===== config.mk =====
export PLATFORM = sky130hd
export DESIGN_NAME = selective_ack_window_tracker
export DESIGN_NICKNAME = d
export VERILOG_FILES = /design/src/sv/sawt_pkg.sv /design/src/sv/sawt_divider.sv /design/src/sv/sawt_datapath.sv /design/src/sv/sawt_controller.sv /design/src/sv/selective_ack_window_tracker.sv
export SDC_FILE = /design/constraint.sdc
export NUM_CORES = 2
export LEC_CHECK = 0
export BUFFER_PORTS_ARGS = -buffer_cell sky130_fd_sc_hd__buf_2
export CAP_MARGIN = 10
export CORE_AREA = 2 2 369 371
export DETAILED_ROUTE_END_ITERATION = 8
export DIE_AREA = 0 0 371 373
export GPL_TIMING_DRIVEN = 0
export PLACE_DENSITY = 0.79
export SLEW_MARGIN = 15
export SYNTH_ARGS = -nofsm -noshare
export SYNTH_HDL_FRONTEND = slang
export SYNTH_SLANG_ARGS = --single-unit

===== constraint.sdc =====
create_clock -name clock -period 6.5 [get_ports clock]
set_clock_uncertainty 0.2 [all_clocks]
set_input_delay 0.325 -clock clock [delete_from_list [all_inputs] [get_ports clock]]
set_output_delay 0.325 -clock clock [all_outputs]
set_load 0.03 [all_outputs]

===== src/sv/sawt_pkg.sv =====
`default_nettype none
package sawt_pkg;

   typedef enum logic [1:0] {
      KIND_SENT    = 2'd0,
      KIND_ACKED   = 2'd1,
      KIND_DROPPED = 2'd2,
      KIND_RX_DONE = 2'd3
   } kind_type;

   typedef enum logic [3:0] {
      ST_IDLE,
      ST_SEND_HDR,
      ST_SEND_DROP,
      ST_SEND_SHIFT,
      ST_SEND_APPEND,
      ST_RX_SCAN,
      ST_RX_READ,
      ST_RX_CHECK,
      ST_RX_DIV,
      ST_RX_EMIT,
      ST_RX_SHIFT,
      ST_RX_DONE
   } state_type;

   // controller to datapath commands
   typedef struct packed {
      logic load_item;
      logic send_begin;
      logic rx_begin;
      logic rd_scan;
      logic check_hit;
      logic div_start;
      logic emit;
      kind_type emit_kind;
      logic emit_last;
      logic shift_step;
      logic shift_begin;
      logic append;
      logic scan_dec;
   } cmd_type;

   // datapath to controller status
   typedef struct packed {
      logic func;
      logic full;
      logic scan_zero;
      logic hit;
      logic div_done;
      logic shift_done;
      logic out_busy;
   } status_type;

   localparam int unsigned SeqWidth = 32;
   localparam int unsigned SumWidth = 48;
   localparam int unsigned MaxJump  = 32;

endpackage : sawt_pkg
`default_nettype wire


===== src/sv/sawt_divider.sv =====
`default_nettype none
module sawt_divider
   import sawt_pkg::*;
(
   input  wire logic                clock,
   input  wire logic                reset,
   input  wire logic                start,
   input  wire logic [SumWidth-1:0] dividend,
   input  wire logic [SeqWidth-1:0] divisor,
   output logic                     done,
   output logic [SeqWidth-1:0]      quotient
);

   logic [SumWidth-1:0] quo_ff, quo_in;
   logic [SeqWidth:0]   rem_ff, rem_in;
   logic [SeqWidth-1:0] dsr_ff, dsr_in;
   logic [5:0]          cnt_ff, cnt_in;
   logic                busy_ff, busy_in;
   logic [SeqWidth+1:0] trial;
   logic [SeqWidth:0]   shifted;

   // one quotient bit per cycle, restoring
   always_comb begin
      quo_in  = quo_ff;
      rem_in  = rem_ff;
      dsr_in  = dsr_ff;
      cnt_in  = cnt_ff;
      busy_in = busy_ff;
      shifted = {rem_ff[SeqWidth-1:0], quo_ff[SumWidth-1]};
      trial   = {1'b0, shifted} - {2'b00, dsr_ff};
      if (start) begin
         quo_in  = dividend;
         rem_in  = '0;
         dsr_in  = divisor;
         cnt_in  = 6'(SumWidth);
         busy_in = 1'b1;
      end else if (busy_ff) begin
         if (!trial[SeqWidth+1]) begin
            rem_in = trial[SeqWidth:0];
            quo_in = {quo_ff[SumWidth-2:0], 1'b1};
         end else begin
            rem_in = shifted;
            quo_in = {quo_ff[SumWidth-2:0], 1'b0};
         end
         cnt_in = cnt_ff - 6'd1;
         if (cnt_ff == 6'd1) busy_in = 1'b0;
      end
   end

   always_ff @(posedge clock) begin
      if (reset) begin
         busy_ff <= 1'b0;
         cnt_ff  <= '0;
      end else begin
         busy_ff <= busy_in;
         cnt_ff  <= cnt_in;
      end
      quo_ff <= quo_in;
      rem_ff <= rem_in;
      dsr_ff <= dsr_in;
   end

   assign done     = !busy_ff;
   assign quotient = quo_ff[SeqWidth-1:0];

endmodule : sawt_divider
`default_nettype wire


===== src/sv/sawt_datapath.sv =====
`default_nettype none
module sawt_datapath
   import sawt_pkg::*;
#(
   parameter int unsigned PENDING_DEPTH = 16
) (
   input  wire logic          clock,
   input  wire logic          reset,
   input  wire cmd_type       cmd,
   output status_type         status,
   input  wire logic          req_tuser,
   input  wire logic [127:0]  req_tdata,
   output logic               rsp_tvalid,
   input  wire logic          rsp_tready,
   output logic [167:0]       rsp_tdata,
   output logic [1:0]         rsp_tuser,
   output logic               rsp_tlast
);

   localparam int unsigned IdxW = $clog2(PENDING_DEPTH);
   localparam int unsigned CntW = $clog2(PENDING_DEPTH + 1);

   // item registers
   logic                func_ff;
   logic [SeqWidth-1:0] now_ff, rseq_ff, rack_ff, rbits_ff;

   // tracker state
   logic [SeqWidth-1:0] local_seq_ff, latest_ff, bitfield_ff;
   logic [SeqWidth-1:0] acked_ff, mean_ff;
   logic [SumWidth-1:0] sum_ff;
   logic [CntW-1:0]     count_ff;

   // pending store, separate arrays for seq and time, one write port each
   logic [SeqWidth-1:0] mem_seq [PENDING_DEPTH];
   logic [SeqWidth-1:0] mem_time [PENDING_DEPTH];
   logic [SeqWidth-1:0] rd_seq_ff, rd_time_ff;
   logic [IdxW-1:0]     rd_addr, wr_addr;
   logic                wr_en;
   logic [SeqWidth-1:0] wr_seq, wr_time;

   // scan and shift pointers
   logic [CntW-1:0]     scan_ff;
   logic [CntW-1:0]     sh_ff;
   logic                sh_phase_ff;
   logic [SeqWidth-1:0] hit_seq_ff, hit_rtt_ff, drop_seq_ff;
   logic                hit_ff;

   // output register
   logic                ovalid_ff;
   logic [167:0]        odata_ff;
   logic [1:0]          ouser_ff;
   logic                olast_ff;

   // divider
   logic                div_done;
   logic [SeqWidth-1:0] div_q;

   // running sum with the current round trip, saturated
   logic [SumWidth:0]   sum_add;
   logic [SumWidth-1:0] sum_sat;
   assign sum_add = {1'b0, sum_ff} + {{(SumWidth-SeqWidth+1){1'b0}}, hit_rtt_ff};
   assign sum_sat = sum_add[SumWidth] ? '1 : sum_add[SumWidth-1:0];

   sawt_divider u_div (
      .clock   (clock),
      .reset   (reset),
      .start   (cmd.div_start),
      .dividend(sum_sat),
      .divisor (acked_ff),
      .done    (div_done),
      .quotient(div_q)
   );

   // remote sequence window update
   logic [SeqWidth-1:0] diff, ndiff;
   logic [SeqWidth-1:0] bf_next;
   logic                take_seq;
   always_comb begin
      diff     = rseq_ff - latest_ff;
      ndiff    = -diff;
      bf_next  = bitfield_ff;
      take_seq = 1'b0;
      if (!diff[SeqWidth-1] && diff != '0 && diff <= SeqWidth'(MaxJump)) begin
         bf_next  = ({bitfield_ff[SeqWidth-2:0], 1'b1}) << (diff[5:0] - 6'd1);
         take_seq = 1'b1;
      end else if (diff[SeqWidth-1] && ndiff <= SeqWidth'(MaxJump)) begin
         bf_next  = bitfield_ff | (SeqWidth'(1) << (ndiff[5:0] - 6'd1));
      end else if (!diff[SeqWidth-1] && diff != '0) begin
         bf_next  = '0;
         take_seq = 1'b1;
      end
   end

   // match check on the entry just read
   logic [SeqWidth-1:0] e;
   logic                hit_comb;
   always_comb begin
      e        = rack_ff - rd_seq_ff;
      hit_comb = (e == '0) ||
                 (!e[SeqWidth-1] && e <= SeqWidth'(MaxJump) && rbits_ff[e[4:0] - 5'd1]);
   end

   // memory address selection
   always_comb begin
      rd_addr = scan_ff[IdxW-1:0] - IdxW'(1);
      if (cmd.shift_step) rd_addr = IdxW'(sh_ff + CntW'(1));
      else if (cmd.send_begin) rd_addr = '0;
      wr_en   = 1'b0;
      wr_addr = IdxW'(sh_ff);
      wr_seq  = rd_seq_ff;
      wr_time = rd_time_ff;
      if (cmd.shift_step && sh_phase_ff) wr_en = 1'b1;
      if (cmd.append) begin
         wr_en   = 1'b1;
         wr_addr = IdxW'(count_ff);
         wr_seq  = local_seq_ff;
         wr_time = now_ff;
      end
   end

   always_ff @(posedge clock) begin
      if (wr_en) begin
         mem_seq[wr_addr]  <= wr_seq;
         mem_time[wr_addr] <= wr_time;
      end
      rd_seq_ff  <= mem_seq[rd_addr];
      rd_time_ff <= mem_time[rd_addr];
   end

   // state registers
   always_ff @(posedge clock) begin
      if (reset) begin
         local_seq_ff <= '0;
         latest_ff    <= '0;
         bitfield_ff  <= '0;
         acked_ff     <= '0;
         mean_ff      <= '0;
         sum_ff       <= '0;
         count_ff     <= '0;
         ovalid_ff    <= 1'b0;
         scan_ff      <= '0;
         sh_ff        <= '0;
         sh_phase_ff  <= 1'b0;
         hit_ff       <= 1'b0;
      end else begin
         if (cmd.emit) ovalid_ff <= 1'b1;
         else if (rsp_tvalid && rsp_tready) ovalid_ff <= 1'b0;
         if (cmd.send_begin) begin
            local_seq_ff <= local_seq_ff + SeqWidth'(1);
         end
         if (cmd.rx_begin) begin
            bitfield_ff <= bf_next;
            if (take_seq) latest_ff <= rseq_ff;
            scan_ff <= count_ff;
         end
         if (cmd.scan_dec) scan_ff <= scan_ff - CntW'(1);
         if (cmd.check_hit) begin
            hit_ff <= hit_comb;
            if (hit_comb) begin
               if (acked_ff != '1) acked_ff <= acked_ff + SeqWidth'(1);
               sh_ff <= scan_ff - CntW'(1);
            end
         end
         if (cmd.div_start) sum_ff <= sum_sat;
         if (cmd.emit && cmd.emit_kind == KIND_ACKED) begin
            mean_ff  <= div_q;
            count_ff <= count_ff - CntW'(1);
         end
         if (cmd.shift_begin) begin
            if (!func_ff) sh_ff <= '0;
            sh_phase_ff <= 1'b0;
            if (!func_ff) count_ff <= count_ff - CntW'(1);
         end
         if (cmd.shift_step) begin
            sh_phase_ff <= !sh_phase_ff;
            if (sh_phase_ff) sh_ff <= sh_ff + CntW'(1);
         end
         if (cmd.append) count_ff <= count_ff + CntW'(1);
      end
   end

   // payload fields, combinational
   logic [SeqWidth-1:0] o_seq, o_rtt;
   logic [CntW-1:0]     o_left;
   always_comb begin
      o_seq  = '0;
      o_rtt  = '0;
      o_left = count_ff;
      unique case (cmd.emit_kind)
         KIND_SENT: begin
            o_seq  = local_seq_ff + SeqWidth'(1);
            o_left = count_ff + CntW'(1);
            if (status.full) o_left = count_ff;
         end
         KIND_DROPPED: o_seq = drop_seq_ff;
         KIND_ACKED: begin
            o_seq  = hit_seq_ff;
            o_rtt  = hit_rtt_ff;
            o_left = count_ff - CntW'(1);
         end
         KIND_RX_DONE: ;
         default: ;
      endcase
   end

   always_ff @(posedge clock) begin
      if (cmd.load_item) begin
         func_ff  <= req_tuser;
         now_ff   <= req_tdata[31:0];
         rseq_ff  <= req_tdata[63:32];
         rack_ff  <= req_tdata[95:64];
         rbits_ff <= req_tdata[127:96];
      end
      if (cmd.send_begin) drop_seq_ff <= mem_seq[0];
      if (cmd.check_hit) begin
         hit_seq_ff <= rd_seq_ff;
         hit_rtt_ff <= now_ff - rd_time_ff;
      end
      if (cmd.emit) begin
         olast_ff <= cmd.emit_last;
         ouser_ff <= cmd.emit_kind;
         odata_ff <= {3'b000, 5'(o_left),
                      (cmd.emit_kind == KIND_ACKED) ? div_q : mean_ff,
                      o_rtt, bitfield_ff, latest_ff, o_seq};
      end
   end

   assign rsp_tvalid = ovalid_ff;
   assign rsp_tdata  = odata_ff;
   assign rsp_tuser  = ouser_ff;
   assign rsp_tlast  = olast_ff;

   assign status.func       = func_ff;
   assign status.full       = count_ff >= CntW'(PENDING_DEPTH);
   assign status.scan_zero  = scan_ff == '0;
   assign status.hit        = hit_ff;
   assign status.div_done   = div_done;
   assign status.shift_done = sh_ff >= count_ff;
   assign status.out_busy   = ovalid_ff && !rsp_tready;

endmodule : sawt_datapath
`default_nettype wire


===== src/sv/sawt_controller.sv =====
`default_nettype none
module sawt_controller
   import sawt_pkg::*;
(
   input  wire logic       clock,
   input  wire logic       reset,
   input  wire logic       req_tvalid,
   output logic            req_tready,
   input  wire status_type status,
   output cmd_type         cmd
);

   state_type state_ff, state_in;
   logic      drop_ff, drop_in;
   logic      div_go_ff, div_go_in;

   // next state
   always_comb begin
      state_in = state_ff;
      drop_in  = drop_ff;
      unique case (state_ff)
         ST_IDLE:
            if (req_tvalid) state_in = ST_SEND_HDR;
         ST_SEND_HDR: begin
            if (status.func) state_in = ST_RX_SCAN;
            else if (!status.out_busy) begin
               drop_in  = status.full;
               state_in = status.full ? ST_SEND_DROP : ST_SEND_APPEND;
            end
         end
         ST_SEND_DROP:
            if (!status.out_busy) state_in = ST_SEND_SHIFT;
         ST_SEND_SHIFT:
            if (status.shift_done) state_in = ST_SEND_APPEND;
         ST_SEND_APPEND: state_in = ST_IDLE;
         ST_RX_SCAN:
            state_in = status.scan_zero ? ST_RX_DONE : ST_RX_READ;
         ST_RX_READ: state_in = ST_RX_CHECK;
         ST_RX_CHECK: state_in = ST_RX_DIV;
         ST_RX_DIV:
            if (!status.hit) state_in = ST_RX_SCAN;
            else if (status.div_done && !div_go_ff) state_in = ST_RX_EMIT;
         ST_RX_EMIT:
            if (!status.out_busy) state_in = ST_RX_SHIFT;
         ST_RX_SHIFT:
            if (status.shift_done) state_in = ST_RX_SCAN;
         ST_RX_DONE:
            if (!status.out_busy) state_in = ST_IDLE;
         default: state_in = ST_IDLE;
      endcase
   end

   // outputs
   always_comb begin
      cmd        = '0;
      cmd.emit_kind = KIND_RX_DONE;
      req_tready = 1'b0;
      div_go_in  = 1'b0;
      unique case (state_ff)
         ST_IDLE: begin
            req_tready    = 1'b1;
            cmd.load_item = req_tvalid;
         end
         ST_SEND_HDR: begin
            cmd.emit_kind = KIND_SENT;
            if (status.func) cmd.rx_begin = 1'b1;
            else if (!status.out_busy) begin
               cmd.send_begin = 1'b1;
               cmd.emit       = 1'b1;
               cmd.emit_last  = !status.full;
            end
         end
         ST_SEND_DROP: begin
            cmd.emit_kind = KIND_DROPPED;
            if (!status.out_busy) begin
               cmd.emit        = 1'b1;
               cmd.emit_last   = 1'b1;
               cmd.shift_begin = 1'b1;
            end
         end
         ST_SEND_SHIFT: cmd.shift_step = !status.shift_done;
         ST_SEND_APPEND: cmd.append = 1'b1;
         ST_RX_SCAN: ;
         ST_RX_READ: cmd.rd_scan = 1'b1;
         ST_RX_CHECK: begin
            cmd.check_hit = 1'b1;
            cmd.scan_dec  = 1'b1;
            div_go_in     = 1'b1;
         end
         ST_RX_DIV: cmd.div_start = div_go_ff && status.hit;
         ST_RX_EMIT: begin
            cmd.emit_kind = KIND_ACKED;
            if (!status.out_busy) begin
               cmd.emit        = 1'b1;
               cmd.shift_begin = 1'b1;
            end
         end
         ST_RX_SHIFT: cmd.shift_step = !status.shift_done;
         ST_RX_DONE: begin
            cmd.emit_kind = KIND_RX_DONE;
            if (!status.out_busy) begin
               cmd.emit      = 1'b1;
               cmd.emit_last = 1'b1;
            end
         end
         default: ;
      endcase
   end

   always_ff @(posedge clock) begin
      if (reset) begin
         state_ff  <= ST_IDLE;
         drop_ff   <= 1'b0;
         div_go_ff <= 1'b0;
      end else begin
         state_ff  <= state_in;
         drop_ff   <= drop_in;
         div_go_ff <= div_go_in;
      end
   end

   // only idle takes a new transaction
   a_ready_idle: assert property (@(posedge clock) disable iff (reset)
      req_tready |-> state_ff == ST_IDLE) else $error("ready outside idle");
   // an emit never happens while output is stalled
   a_no_overrun: assert property (@(posedge clock) disable iff (reset)
      cmd.emit |-> !status.out_busy) else $error("result overrun");
   // a drop always follows a full store
   a_drop_full: assert property (@(posedge clock) disable iff (reset)
      state_ff == ST_SEND_DROP |-> drop_ff) else $error("drop without full");

endmodule : sawt_controller
`default_nettype wire


===== src/sv/selective_ack_window_tracker.sv =====
`default_nettype none
// Selective-ack tracker for one peer. A send transaction (req_tuser = 0) gives a
// header result and, when the pending store is full, a dropped result; with a
// drop the remaining entries move down. A receive transaction updates the remote
// window, then scans the pending store newest to oldest; for each acknowledged
// entry a bit-serial divider forms the mean, then the newer entries move down
// over the single write port. A stalled result channel holds the transaction up.
// One transaction is handled at a time; ready is high only when idle.
module selective_ack_window_tracker
   import sawt_pkg::*;
#(
   parameter int unsigned PENDING_DEPTH = 16
) (
   input  wire logic         clock,
   input  wire logic         reset,
   input  wire logic         req_tvalid,
   output logic              req_tready,
   input  wire logic         req_tuser,   // func
   // now_time, remote_seq, remote_ack, remote_ack_bits
   input  wire logic [127:0] req_tdata,
   output logic              rsp_tvalid,
   input  wire logic         rsp_tready,
   // seq_number, ack_seq_out, ack_bits_out, round_trip, average_rtt,
   // pending_left, zero padding
   output logic [167:0]      rsp_tdata,
   output logic [1:0]        rsp_tuser,   // kind
   output logic              rsp_tlast
);

   cmd_type    cmd;
   status_type status;

   sawt_controller u_ctrl (
      .clock     (clock),
      .reset     (reset),
      .req_tvalid(req_tvalid),
      .req_tready(req_tready),
      .status    (status),
      .cmd       (cmd)
   );

   sawt_datapath #(.PENDING_DEPTH(PENDING_DEPTH)) u_dp (
      .clock     (clock),
      .reset     (reset),
      .cmd       (cmd),
      .status    (status),
      .req_tuser (req_tuser),
      .req_tdata (req_tdata),
      .rsp_tvalid(rsp_tvalid),
      .rsp_tready(rsp_tready),
      .rsp_tdata (rsp_tdata),
      .rsp_tuser (rsp_tuser),
      .rsp_tlast (rsp_tlast)
   );

endmodule : selective_ack_window_tracker
`default_nettype wire

==> flow_metrics.py <==
metrics = {
    "timing": {
        "rsz0062_at_grt": "no",
        "timing.final.crit_share_pct": 97.18,
        "max_freq_mhz": 158.3,
        "hold_viol": 0,
        "finalWorstSetupSlack_ns": 0.1831,
        "setup_viol": 0,
        "worstMarginPinSlew_ns": 1.342,
        "maxSlewViolCount": 0,
        "min_period_ns": 6.317,
        "relSlewSlack_pct": 10.12,
    },
    "place": {
        "hpwl_um": 174000,
        "port_buffers": 301,
        "dpl_cell_area_um2": 88010,
        "place_inst": 9338,
        "place_ws_ns": 0.1986,
        "routabilityCongestion": 0.9493,
    },
    "yosys": {
        "ys_types": 101,
        "synth_warnings": 0,
        "synth_area_leaders": "edfxtp_1 54%, dfxtp_1 8.1%, nand2_1 4.7%",
        "synth_edf_count": 1497,
        "synth_most_common_cell": "edfxtp_1",
        "yosysTopAreaCell": "edfxtp_1",
        "synth_area_per_cell_um2": 11.55,
        "synth_area_um2": 82800,
        "synth_seq_cells": 1831,
        "dominantRegCellSynth": "edfxtp_1",
        "synthCells": 7169,
        "yosysTopAreaCellShare_pct": 54.29,
        "synth_commonest_cells": "1497 x edfxtp_1, 1027 x nand2_1, 476 x a21oi_1",
        "seq_area_frac_synth_pct": 62.37,
        "async_reset_ff_share_pct": 0,
    },
    "critical_path": {
        "reg2reg_from": "u_dp.count_ff[1]",
        "critical-path-top-delay-family": "buffers and inverters",
        "worstSetupPathType": "reg -> reg",
        "cp.required_ns": 7.06,
        "path_max_fanout": 10,
        "rr_worst_depth": 17,
        "critPathSlowestCell": "a21oi_1",
        "endpoint_kind": "flop",
        "reg2reg_setup_slack_ns": 0.18,
        "timing.critical_path.mode_cell": "clkbuf_1",
        "reg2reg_to": "u_dp.rd_seq_ff[23]",
        "critPathBufInv": 6,
        "crit_chain": "clkbuf_1 -> inv_1 -> ha_1 -> a21o_1 -> a21oi_1 -> nor2b_1 -> o21ai_0 -> and3_1 -> clkbuf_1 -> clkbuf_1 -> a21oi_1 -> clkbuf_1 -> clkbuf_1 -> a211oi_1 -> a311oi_1 -> a211oi_1 -> a21oi_1",
        "cp-start-kind": "flop",
        "arrival_ns": 6.87,
        "max_stage_delay_ns": 1.09,
    },
    "route": {
        "drt_first_pass_iters": 9,
        "detail-route-antenna-nets": 0,
        "via_count": 64404,
        "wl_per_cell_um": 25.40,
        "drt-vias-per-instance": 6.507,
        "drc": 0,
        "drt-total-wl_um": 251300,
        "detail_route.iter0.violations": 9381,
    },
    "clock_tree": {
        "cts_tree": "yes",
        "clockRootBuffer": "clkbuf_16",
        "htreeDepth": 4,
        "insertion_delay_ns": 0.86,
        "cts_buffer_depth": 3,
        "path_clk_slew_ns": 0.07,
        "clock-sinks": 1831,
        "cts_made_buffers": 183,
    },
    "flow_run": {
        "drv_cap": 0,
    },
    "power_and_ir_drop": {
        "vdd_drop_max_mv": 0.3175,
        "leakage_nw": 33.80,
        "power_density_nw_per_um2": 522.3,
    },
    "outcome": {
        "outcome": "completed",
    },
    "hold_path": {
        "min_to": "u_dp.rack_ff[8]",
        "min_from": "req_tdata[72]",
        "hp-class": "in -> reg",
        "min_path_cells": 2,
    },
    "global_routing": {
        "grt_overflow": 0,
        "antenna_found_initial": 24,
        "grt.total_usage_pct": 35.57,
        "grt_pass1_vias": 61970,
        "grt_max_degree": 65,
        "grt_pass1_wl_um": 372800,
    },
    "die": {
        "die_h_um": 373,
        "initial_core_util_pct": 61.50,
        "coreArea_um2": 134600,
        "die-area_um2": 138400,
        "die_w_um": 371,
        "fp-row-count": 135,
        "io_pins": 306,
    },
    "cells_and_area": {
        "fin_nets": 8264,
        "fin_cells": 9897,
        "fin_util_pct": 71.81,
        "post-route-cell-area_um2": 96670,
        "area_growth_pct": 16.75,
        "drive_gt1_share_pct": 10.30,
    },
}
==> flip-flops by register name (all words and copies together) (netlist names), 48 cells and up <==
| signal | flops |
|---|---|
| u_dp.mem_seq | 512 |
| u_dp.mem_time | 512 |
| u_dp.rsp_tdata | 165 |
| u_dp.sum_ff | 48 |
| u_dp.u_div.quo_ff | 48 |
==> worst register-to-register path: stages, from the launching register on <==
cell,delay [ns]
dfxtp_1,0.33
clkbuf_1,0.41
inv_1,0.28
ha_1,0.36
a21o_1,0.13
a21oi_1,0.07
nor2b_1,0.10
o21ai_0,0.07
and3_1,0.18
clkbuf_1,0.15
clkbuf_1,0.31
a21oi_1,1.09
clkbuf_1,0.90
clkbuf_1,0.66
a211oi_1,0.16
a311oi_1,0.47
a211oi_1,0.16
a21oi_1,0.20
==> placed cells by master, fill, tap and decap left out, types with 21 or more instances in the layout <==
cell type	synthesis	routed
a211oi_1	382	382
a21o_1	72	72
a21oi_1	476	475
a22oi_1	36	36
a311oi_1	146	144
a31oi_1	168	165
and2_1	313	311
and3_1	43	43
and4_1	21	21
buf_1	23	23
buf_12	0	34
buf_2	5	306
buf_4	5	46
bufinv_16	0	23
clkbuf_1	404	430
clkbuf_16	0	183
clkbuf_8	0	31
clkinv_2	0	30
dfxtp_1	334	334
dlygate4sd3_1	0	204
edfxtp_1	1497	1497
ha_1	177	177
inv_1	212	211
mux2_2	29	29
mux2i_1	70	69
nand2_1	1027	1027
nand2b_1	32	31
nand3_1	129	129
nand4_1	70	70
nor2_1	378	362
nor2b_1	52	52
nor3_1	115	114
o21a_1	37	37
o21ai_0	303	241
o21ai_1	11	68
o31ai_1	23	23
or3_1	32	32
xnor2_1	126	126
xor2_1	80	80
==> layer usage <==
metal / share of wire, % / global-route usage [%]
met5: 0.069 / 0.4274
met4: 4.7 / 15.51
met3: 12 / 8.106
met2: 46 / 55.65
met1: 37 / 47.71
==> metrics by stage <==
step	power [mW]	setup TNS (ns)	hold slack [ns]
after global routing	52.36	0	0.0005638
final	50.49	0	0.01957
after CTS	49.53	0	0.0001580
after detailed placement	38.19	0	0.2132
after global placement	37.37	-2412.39	0.2148
after floorplan	30.09	0	0.2082
==> power by group <==
part	internal, mW	switching [mW]	total (mW)
Sequential	15.7	0.627	16.3
Combinational	6.44	16.5	22.9
Clock	6.53	4.72	11.2
==> layout make-up <==
type                            instances  area, µm²
Sequential cell                      1831      51640
Timing Repair Buffer                  593       4870
Multi-Input combinational cell       4690      28930
Clock buffer                          251       5145
Tap cell                             1781       2228
Antenna cell                            7      17.52
Fill cell                            8833      37960
Buffer                                437       1679
Clock inverter                         94       1360
Inverter                              213      802.0
==> how the worst max path moves through the flow <==
stage	depth (start not counted)	slack, ns	endpoint	startpoint
after global routing	17	0.03	u_dp.bitfield_ff[6]	u_dp.rseq_ff[0]
after floorplan	15	0.63	u_dp.mem_seq[1][0]	u_dp.sh_ff[0]
after CTS	17	0.14	u_dp.bitfield_ff[6]	u_dp.rseq_ff[0]
after detailed placement	17	0.20	u_dp.bitfield_ff[6]	u_dp.rseq_ff[0]
final	17	0.18	u_dp.rd_seq_ff[23]	u_dp.count_ff[1]
after global placement	7	-2.22	u_dp.mem_time[2][17]	u_ctrl.state_ff[2]
==> repair_timing <==
item,4_1_cts,5_1_grt
hold endpoints to repair,141,0
setup buffers,0,3
hold buffers,204,0
resized for setup,0,1
setup endpoints to repair,0,53
==> cells by family (layout without fill, tap and decap cells) <==
group	after synthesis	in the layout	share of synthesized area, %
compound gates	1853	1853	14.79
xor+xnor	208	208	2.226
fa+ha+maj	182	182	2.796
buf+inv	650	1588	2.977
flops	1831	1831	62.37
mux	113	113	1.608
other cells	1	10	0.004529
simple gates	2331	2331	13.23
Note: power is estimated with default switching activity, not from simulation.
